## src/hw/rtl/hoi_pkg.sv

```systemverilog
package hoi_pkg;

  localparam int Wheels = 3;
  localparam int CordicSteps = 24;
  localparam int AtanEntries = 30;
  localparam int NumRegs = 2 * Wheels;

  localparam logic signed [31:0] TwoPiQ24 = 32'sd105414357;
  localparam logic signed [31:0] PiQ24 = 32'sd52707179;
  localparam logic signed [31:0] HalfPiQ24 = 32'sd26353589;
  localparam logic signed [33:0] CordicGainQ30 = 34'sd652032874;
  localparam int ScaleDiv = 1000;

  // register indexes
  localparam logic [2:0] RegDx0 = 3'd0;
  localparam logic [2:0] RegDx1 = 3'd1;
  localparam logic [2:0] RegDx2 = 3'd2;
  localparam logic [2:0] RegDy0 = 3'd3;
  localparam logic [2:0] RegDy1 = 3'd4;
  localparam logic [2:0] RegDy2 = 3'd5;

  // input tdata layout widths
  localparam int InDataW = 16 * 3 + 32 * 4;
  localparam int OutDataW = 96;

  function automatic logic signed [33:0] atan_q30(input logic [4:0] i);
    case (i)
      5'd0: atan_q30 = 34'sd843314857;
      5'd1: atan_q30 = 34'sd497837829;
      5'd2: atan_q30 = 34'sd263043837;
      5'd3: atan_q30 = 34'sd133525159;
      5'd4: atan_q30 = 34'sd67021687;
      5'd5: atan_q30 = 34'sd33543516;
      5'd6: atan_q30 = 34'sd16775851;
      5'd7: atan_q30 = 34'sd8388437;
      5'd8: atan_q30 = 34'sd4194283;
      5'd9: atan_q30 = 34'sd2097149;
      default: atan_q30 = 34'sd1 <<< (5'd30 - i);
    endcase
  endfunction

endpackage

```

## src/hw/rtl/hoi_serial_mul.sv

```systemverilog
// signed multiplier: one bit of the multiplier per cycle (shift and add)
module hoi_serial_mul (
  input  logic                clk,
  input  logic                rst,
  input  logic                start,
  input  logic signed [33:0]  a,
  input  logic signed [33:0]  b,
  output logic                done,
  output logic signed [67:0]  product
);
  import hoi_pkg::*;

  logic        [33:0] mplr;
  logic signed [67:0] mcand;
  logic signed [67:0] acc;
  logic        [5:0]  cnt;
  logic               busy;

  assign product = acc;

  always_ff @(posedge clk) begin
    if (rst) begin
      busy <= 1'b0;
      done <= 1'b0;
      cnt <= '0;
    end else begin
      done <= 1'b0;
      if (start) begin
        busy <= 1'b1;
        cnt <= '0;
        mplr <= b;
        mcand <= 68'(a);
        acc <= '0;
      end else if (busy) begin
        // top bit of a two's complement multiplier has negative weight
        if (mplr[0]) begin
          if (cnt == 6'd33) acc <= acc - mcand;
          else acc <= acc + mcand;
        end
        mplr <= mplr >> 1;
        mcand <= mcand <<< 1;
        cnt <= cnt + 6'd1;
        if (cnt == 6'd33) begin
          busy <= 1'b0;
          done <= 1'b1;
        end
      end
    end
  end
endmodule

```

## src/hw/rtl/holonomic_odometry_integrator.sv

```systemverilog
// holonomic odometry integrator
// input stream s_axis: one item per encoder update or position load.
//   tuser carries mode (1 = load x, y, heading directly).
// output stream m_axis: one item per input item with x, y, heading, and
//   tuser = saturated flag, held in an output register.
// apb port writes the six Q16.16 matrix coefficients at 4*i.
// a load item or the first update after reset: the item goes through the
// output state into the output register; no new item is taken until then.
// an encoder update: six matrix products, the divide by 1000 for dx and
// dy, 0 to 20 steps of 2*pi to reduce the stored heading, the cordic
// and four rotation products, in that order, with no new item taken
// meanwhile; the products run on a shared 34x34 shift-add multiplier.
// reset clears position and heading to zero and rearms the first-update
// latch; coefficients reset to zero.
// when the receiver stalls the result waits in the output register; the
// next item is taken meanwhile and waits for the register when done.
module holonomic_odometry_integrator (
  input  logic         clk,
  input  logic         rst,
  input  logic         s_axis_tvalid,
  output logic         s_axis_tready,
  // count_wheel0, count_wheel1, count_wheel2, gyro_heading, load_x,
  // load_y, load_heading
  input  logic [175:0] s_axis_tdata,
  // mode
  input  logic         s_axis_tuser,
  output logic         m_axis_tvalid,
  input  logic         m_axis_tready,
  // pos_x, pos_y, heading
  output logic [95:0]  m_axis_tdata,
  // saturated
  output logic         m_axis_tuser,
  input  logic         psel,
  input  logic         penable,
  input  logic         pwrite,
  input  logic [4:0]   paddr,
  input  logic [31:0]  pwdata,
  output logic [31:0]  prdata,
  output logic         pready
);
  import hoi_pkg::*;

  typedef enum logic [3:0] {
    S_IDLE, S_MUL_START, S_MUL_WAIT, S_DIV, S_RED, S_CORDIC,
    S_ROT_START, S_ROT_WAIT, S_FINISH, S_OUT
  } state_t;

  state_t state;

  // configuration
  logic signed [31:0] coef [NumRegs];
  logic [2:0] reg_idx;
  assign pready = 1'b1;
  assign reg_idx = paddr[4:2];

  always_ff @(posedge clk) begin
    if (rst) begin
      for (int i = 0; i < NumRegs; i++) coef[i] <= '0;
    end else if (psel && penable && pwrite && paddr[4:2] <= RegDy2) begin
      coef[reg_idx] <= pwdata;
    end
  end

  always_comb begin
    case (reg_idx)
      RegDx0, RegDx1, RegDx2, RegDy0, RegDy1, RegDy2: prdata = coef[reg_idx];
      default: prdata = '0;
    endcase
  end

  // architectural state
  logic signed [31:0] acc_x, acc_y, acc_heading;
  logic signed [15:0] last_counts [Wheels];
  logic awaiting_first;

  // working registers
  logic signed [16:0] diff [Wheels];
  logic signed [31:0] gyro;
  logic [2:0] mstep;          // product index
  logic signed [67:0] sum;    // accumulated matrix or rotation sum
  logic signed [67:0] sx;
  logic signed [33:0] dx, dy;
  logic sat;
  logic signed [33:0] cx, cy, cz;
  logic cflip;
  logic [4:0] cstep;
  logic [1:0] rstep;
  logic signed [67:0] rx;

  // shared serial multiplier
  logic mul_start, mul_done;
  logic signed [33:0] mul_a, mul_b;
  logic signed [67:0] mul_p;

  hoi_serial_mul u_mul (
    .clk(clk), .rst(rst), .start(mul_start), .a(mul_a), .b(mul_b),
    .done(mul_done), .product(mul_p)
  );

  // restoring divider on magnitude, one quotient bit per cycle
  logic [63:0] dv_num;
  logic [10:0] dv_rem;
  logic [6:0] dv_cnt;
  logic dv_neg, dv_second;
  logic [10:0] dv_trial;
  logic [11:0] dv_sub;
  assign dv_trial = {dv_rem[9:0], dv_num[63]};
  assign dv_sub = {1'b0, dv_trial} - 12'(ScaleDiv);

  // operand select for the multiplier
  always_comb begin
    mul_a = '0;
    mul_b = '0;
    if (state == S_MUL_START) begin
      mul_a = 34'(coef[mstep]);
      case (mstep)
        3'd0, 3'd3: mul_b = 34'(diff[0]);
        3'd1, 3'd4: mul_b = 34'(diff[1]);
        default: mul_b = 34'(diff[2]);
      endcase
    end else begin
      case (rstep)
        2'd0: begin mul_a = dx; mul_b = cx; end
        2'd1: begin mul_a = dy; mul_b = cy; end
        2'd2: begin mul_a = dx; mul_b = cy; end
        default: begin mul_a = dy; mul_b = cx; end
      endcase
    end
  end
  assign mul_start = (state == S_MUL_START) || (state == S_ROT_START);

  // clip of a quotient or a position sum to 32 bits
  function automatic logic signed [33:0] clip_q(input logic signed [64:0] v,
                                                 output logic c);
    logic signed [64:0] hi, lo;
    begin
      hi = 65'sd2147483647;
      lo = -65'sd2147483648;
      c = 1'b0;
      clip_q = 34'(v);
      if (v > hi) begin c = 1'b1; clip_q = 34'sd2147483647; end
      if (v < lo) begin c = 1'b1; clip_q = -34'sd2147483648; end
    end
  endfunction

  // heading reduction: modulo by conditional subtracts or adds of 2*pi over cycles
  logic signed [33:0] red;
  logic signed [33:0] sh_x, sh_y;
  assign sh_x = cx >>> cstep;
  assign sh_y = cy >>> cstep;

  logic signed [64:0] q_signed;
  logic c_sat;
  logic signed [33:0] q_clip;
  logic signed [68:0] pos_sum;
  logic signed [68:0] rnd;
  logic signed [33:0] new_pos;
  logic p_sat;

  always_comb begin
    q_signed = dv_neg ? -$signed({1'b0, dv_num}) : $signed({1'b0, dv_num});
    q_clip = clip_q(q_signed, c_sat);
    rnd = (69'(sum) + (69'sd1 <<< 29)) >>> 30;
    pos_sum = (rstep[1] ? 69'(acc_y) : 69'(acc_x)) + rnd;
    new_pos = clip_q(65'(pos_sum), p_sat);
  end

  logic [1:0] red_phase;

  always_ff @(posedge clk) begin
    if (rst) begin
      state <= S_IDLE;
      acc_x <= '0;
      acc_y <= '0;
      acc_heading <= '0;
      awaiting_first <= 1'b1;
      m_axis_tvalid <= 1'b0;
    end else begin
      case (state)
        S_IDLE: begin
          if (s_axis_tvalid) begin
            gyro <= s_axis_tdata[79:48];
            sat <= 1'b0;
            for (int i = 0; i < Wheels; i++) begin
              diff[i] <= 17'($signed(s_axis_tdata[16*i +: 16]))
                         - 17'(last_counts[i]);
            end
            if (s_axis_tuser) begin
              acc_x <= s_axis_tdata[111:80];
              acc_y <= s_axis_tdata[143:112];
              acc_heading <= s_axis_tdata[175:144];
              state <= S_OUT;
            end else begin
              for (int i = 0; i < Wheels; i++)
                last_counts[i] <= s_axis_tdata[16*i +: 16];
              if (awaiting_first) begin
                awaiting_first <= 1'b0;
                state <= S_OUT;
              end else begin
                mstep <= '0;
                sum <= '0;
                state <= S_MUL_START;
              end
            end
          end
        end
        S_MUL_START: state <= S_MUL_WAIT;
        S_MUL_WAIT: begin
          if (mul_done) begin
            if (mstep == 3'd2) begin
              sx <= sum + mul_p;
              sum <= '0;
              mstep <= mstep + 3'd1;
              state <= S_MUL_START;
            end else if (mstep == 3'd5) begin
              // divide dx first
              dv_neg <= sx[67];
              dv_num <= sx[67] ? 64'(-sx) : 64'(sx);
              sum <= sum + mul_p;
              dv_rem <= '0;
              dv_cnt <= '0;
              dv_second <= 1'b0;
              state <= S_DIV;
            end else begin
              sum <= sum + mul_p;
              mstep <= mstep + 3'd1;
              state <= S_MUL_START;
            end
          end
        end
        S_DIV: begin
          if (dv_cnt == 7'd64) begin
            if (!dv_second) begin
              dx <= q_clip;
              sat <= sat | c_sat;
              dv_neg <= sum[67];
              dv_num <= sum[67] ? 64'(-sum) : 64'(sum);
              dv_rem <= '0;
              dv_cnt <= '0;
              dv_second <= 1'b1;
            end else begin
              dy <= q_clip;
              sat <= sat | c_sat;
              red <= 34'(acc_heading);
              red_phase <= '0;
              state <= S_RED;
            end
          end else begin
            if (!dv_sub[11]) begin
              dv_rem <= dv_sub[10:0];
              dv_num <= {dv_num[62:0], 1'b1};
            end else begin
              dv_rem <= dv_trial;
              dv_num <= {dv_num[62:0], 1'b0};
            end
            dv_cnt <= dv_cnt + 7'd1;
          end
        end
        S_RED: begin
          // |heading| < 21*2pi: step by 2pi toward [-pi, pi)
          if (red >= 34'(PiQ24)) red <= red - 34'(TwoPiQ24);
          else if (red < -34'(PiQ24)) red <= red + 34'(TwoPiQ24);
          else if (red_phase == 2'd0) begin
            // fold into [-pi/2, pi/2] with a sign flip of the result
            red_phase <= 2'd1;
            if (red > 34'(HalfPiQ24)) begin
              red <= red - 34'(PiQ24);
              cflip <= 1'b1;
            end else if (red < -34'(HalfPiQ24)) begin
              red <= red + 34'(PiQ24);
              cflip <= 1'b1;
            end else begin
              cflip <= 1'b0;
            end
          end else begin
            cz <= red <<< 6;
            cx <= CordicGainQ30;
            cy <= '0;
            cstep <= '0;
            state <= S_CORDIC;
          end
        end
        S_CORDIC: begin
          if (cstep == 5'(CordicSteps)) begin
            if (cflip) begin
              cx <= -cx;
              cy <= -cy;
            end
            rstep <= '0;
            sum <= '0;
            state <= S_ROT_START;
          end else begin
            if (!cz[33]) begin
              cx <= cx - sh_y;
              cy <= cy + sh_x;
              cz <= cz - atan_q30(cstep);
            end else begin
              cx <= cx + sh_y;
              cy <= cy - sh_x;
              cz <= cz + atan_q30(cstep);
            end
            cstep <= cstep + 5'd1;
          end
        end
        S_ROT_START: state <= S_ROT_WAIT;
        S_ROT_WAIT: begin
          if (mul_done) begin
            case (rstep)
              2'd0: begin rx <= mul_p; rstep <= 2'd1; state <= S_ROT_START; end
              2'd1: begin
                sum <= rx - mul_p;
                state <= S_FINISH;
              end
              2'd2: begin rx <= mul_p; rstep <= 2'd3; state <= S_ROT_START; end
              default: begin
                sum <= rx + mul_p;
                state <= S_FINISH;
              end
            endcase
          end
        end
        S_FINISH: begin
          // x after the first rotation pair, y after the second
          sat <= sat | p_sat;
          if (rstep == 2'd1) begin
            acc_x <= new_pos[31:0];
            rstep <= 2'd2;
            state <= S_ROT_START;
          end else begin
            acc_y <= new_pos[31:0];
            acc_heading <= gyro;
            state <= S_OUT;
          end
        end
        S_OUT: begin
          // leave once the output register takes the item
          if (!m_axis_tvalid || m_axis_tready) state <= S_IDLE;
        end
        default: state <= S_IDLE;
      endcase

      // output register: loaded from the output state, emptied by the receiver
      if (state == S_OUT && (!m_axis_tvalid || m_axis_tready)) begin
        m_axis_tvalid <= 1'b1;
        m_axis_tdata <= {acc_heading, acc_y, acc_x};
        m_axis_tuser <= sat;
      end else if (m_axis_tready) begin
        m_axis_tvalid <= 1'b0;
      end
    end
  end

  assign s_axis_tready = (state == S_IDLE);

  // checks
  a_out_hold: assert property (@(posedge clk) disable iff (rst)
    m_axis_tvalid && !m_axis_tready |=> m_axis_tvalid && $stable(m_axis_tdata)
      && $stable(m_axis_tuser)) else $error("result changed while stalled");
  a_out_waits: assert property (@(posedge clk) disable iff (rst)
    state == S_OUT && m_axis_tvalid && !m_axis_tready |=> state == S_OUT)
    else $error("finished item left while output register full");
  a_first_clears: assert property (@(posedge clk) disable iff (rst)
    (s_axis_tvalid && s_axis_tready && !s_axis_tuser && awaiting_first)
      |=> !awaiting_first) else $error("first update did not clear latch");

endmodule

```

## config.mk

```make
export PLATFORM = sky130hd
export DESIGN_NAME = holonomic_odometry_integrator
export DESIGN_NICKNAME = d
export VERILOG_FILES = /design/src/hw/rtl/hoi_pkg.sv /design/src/hw/rtl/hoi_serial_mul.sv /design/src/hw/rtl/holonomic_odometry_integrator.sv
export SDC_FILE = /design/constraint.sdc
export NUM_CORES = 2
export LEC_CHECK = 0
export ABC_AREA = 1
export BUFFER_PORTS_ARGS = -buffer_cell sky130_fd_sc_hd__buf_2
export CORE_ASPECT_RATIO = 1.1
export CORE_MARGIN = 10
export CORE_UTILIZATION = 50
export DETAILED_ROUTE_END_ITERATION = 6
export PLACE_DENSITY_LB_ADDON = 0.25
export SLEW_MARGIN = 10
export SYNTH_ARGS = -nofsm -noshare
export SYNTH_HDL_FRONTEND = slang
export SYNTH_HIERARCHICAL = 1
export SYNTH_SLANG_ARGS = --single-unit
```

## constraint.sdc

```tcl
create_clock -name clk -period 17.7 [get_ports clk]
set_clock_uncertainty 0.15 [all_clocks]
set_input_delay 3.54 -clock clk [delete_from_list [all_inputs] [get_ports clk]]
set_output_delay 3.54 -clock clk [all_outputs]
set_load 0.005 [all_outputs]
```

==> results.ini <==
[status]
status=finished clean

[sta]
fin_crit_ps=9540
max_slew_margin_pct=20.0
finalHoldViolCount=0
period_share_pct=53.9
whs_ps=286
slew_violations=0
setup-violations-final=0
grt_setup_unrepaired=false
fin_setup_tns_ps=0
fmax_ghz=0.105
worst_pin_slew_ps=1200

[global_route]
antenna_found_initial=20
grt_pass1_vias=91700
grt.overflow.total=0
grt_max_degree=106
grt_usage_pct=31.8
grt_pass1_wl_mm=545

[placement]
port_buffers=349
dp.cells=16800
gp_congestion=1.02
dp_hpwl_mm=278
place_area_sq_mm=0.105

[logic_synthesis]
synth_top_flop_cell=edfxtp_1
yosysSeqAreaShare_pct=36.8
ys_ff_latch=1268
synthDominantCellAreaShare_pct=34.6
ys_top_cells_by_area=edfxtp_1, nand2_1, o21ai_0
async_reset_ff_share_pct=0
yosysUniqueCellTypes=84
synth.largest_area_cell=edfxtp_1
synth_area_sq_mm=0.100
yosysWarningCount=6
synth_cells=14100
syn_area_per_cell_sq_um=7.09
synth_edf_count=1155

[critical_path]
crit_family=buffers and inverters
crit_buf_inv=3
cp_max_fo=105
end_kind=output pin
path_class=input pin to output pin
setup.worst_path.start=paddr[2]
max_stage_delay_ps=880
timing.rr.start=sum[29]$_DFFE_PP_
slowest_stage=buf_4
crit_path_cell_trace=buf_4 > buf_4 > o21ai_0 > o21ai_0 > buf_2
arrival_ps=5850
cp_data_required_time_ps=14010
crit_path_start_kind=input pin

[layout]
nNetsFinal=15000
final_util_pct=54.9
fillers=19700
drive_gt1_share_pct=6.83
syn2layout_area_growth_pct=9.30
final_cell_area_sq_mm=0.110
final_cells=17100

[cts]
post_cts_resize_count=0
cts-buffers-inserted=143
cts_buffer_depth=3
cts_root_buffer=clkbuf_16
clock_sinks=1268
cts.clk_slew.worst_paths_ps=60
worst_skew_pair.late_latency_ps=870
cts_max_level=4
hold_buffers=0
cts_tree=built
post-cts-setup-buffers=0

[hold_path]
min-delay-start=acc_x[31]$_SDFFE_PP0P_
worstHoldPathType=flop to flop

[die]
coreArea_sq_mm=0.200
dieArea_sq_mm=0.219
die-height_microns=490
die_w_microns=447
row_count=172
start_util_pct=50.2
ios=353

[power]
power_density_mw_per_mm2=138
p_leak_nw=47.0
ir_drop_v=0.000108

[drt]
drtIter0Drc=11000
drtAntennaViolNets=0
first_pass_iters=6
vias=99100
drc=0
wire_per_inst_microns=21.3
avgViaCountPerCell=5.80
drt-total-wl_mm=363

[job]
max_cap_violations=0

-- metrics by stage --
step                worst slack [ps]  power [mW]
floorplan                       6350        9.52
global placement                8230        11.8
detailed placement              8250        11.9
CTS                             8250        15.0
global route                    7990        16.1
finish                          8160        15.2
-- power by group --
part / total, mW / switching [mW] / leakage [nW] / internal, mW
Clock: 3.14 / 1.39 / 2.37 / 1.76
Combinational: 7.41 / 5.18 / 33.1 / 2.23
Sequential: 4.62 / 0.608 / 11.6 / 4.01
-- worst paths after layout --
path                                                   end  cells past startpoint  slack, ps
worst max-delay path                             prdata[7]                      5       8160
worst min-delay path            m_axis_tdata[31]$_DFFE_PP_                      0        290
worst max register to register       acc_y[5]$_SDFFE_PP0P_                     23      11030
worst min register to register  m_axis_tdata[31]$_DFFE_PP_                      0        290
-- registers in the layout, indices dropped and copies added, names as in the netlist, 34 cells and up, named ones only --
signal and flops:
dx 34, last_counts 48, u_mul/product 68, m_axis_tdata 96
red 34, u_mul/mcand 68, u_mul/mplr 34, cy 34
dv_num 64, dy 34, sum 68, rx 68
coef 256, sx 65, cx 34, cz 34
diff 51
-- cells in the mapped netlist, types with 33 or more instances --
master    number
a21oi_1     1105
a31oi_1      133
buf_1         50
buf_2         66
clkbuf_1     356
dfxtp_1      113
edfxtp_1    1155
ha_1         422
inv_1       1663
inv_2         39
nand2_1     3377
nand3_1      819
nand4_1      147
nor2_1      1735
nor2_2        45
nor3_1       180
nor4_1       119
o211ai_1      76
o21a_1        44
o21ai_0     1332
o21ai_1       42
o221ai_1      77
o22ai_1       42
o31ai_1       33
or2_2         46
xnor2_1      135
xor2_1       443
-- cells by family (layout without fill, tap and decap cells) --
family,Yosys count,in the layout,synth area share (%)
mux,1,1,0.00998
other cells,2,74,0.00748
fa+ha+maj,432,432,5.46
xor+xnor,580,580,5.09
compound gates,3056,3056,16.7
simple gates,6601,6601,27.5
buf+inv,2204,2453,8.42
flops,1268,1268,36.8
-- cell type report --
class                           count  area [sq um]  area share (%)
Multi-Input combinational cell  10700         55400            50.5
Sequential cell                  1268         37000            33.7
Inverter                         1717          6460            5.89
Clock buffer                      163          3690            3.37
Tap cell                         2610          3270            2.98
Timing Repair Buffer              471          2670            2.43
Clock inverter                    102          1210            1.10
Antenna cell                        9          22.5          0.0205
-- layout by cell type (no fill, tap or decap), types with 43 or more instances in the layout --
cell type  Yosys  final
nand2_1     3377   3374
nor2_1      1735   1726
inv_1       1663   1660
o21ai_0     1332   1330
edfxtp_1    1155   1155
a21oi_1     1105   1103
nand3_1      819    818
xor2_1       443    443
ha_1         422    421
buf_2         66    348
nor3_1       180    171
nand4_1      147    147
clkbuf_16      0    143
xnor2_1      135    135
a31oi_1      133    132
buf_4          6    123
nor4_1       119    114
dfxtp_1      113    111
o221ai_1      77     77
o211ai_1      76     76
conb_1         2     65
nor2_2        45     49
or2_2         46     46
o21a_1        44     43
-- metal layers --
metal,routed length (microns),up-vias,part of all wire [%],track usage (%)
met2,161000,4525,44,50.3
met4,21100,10,5.8,16.4
li1,-,47900,-,-
met1,149000,45800,41,42.6
met3,30800,790,8.5,4.29
met5,54,-,0.015,0
No activity file was read; power rests on OpenSTA's default activity.
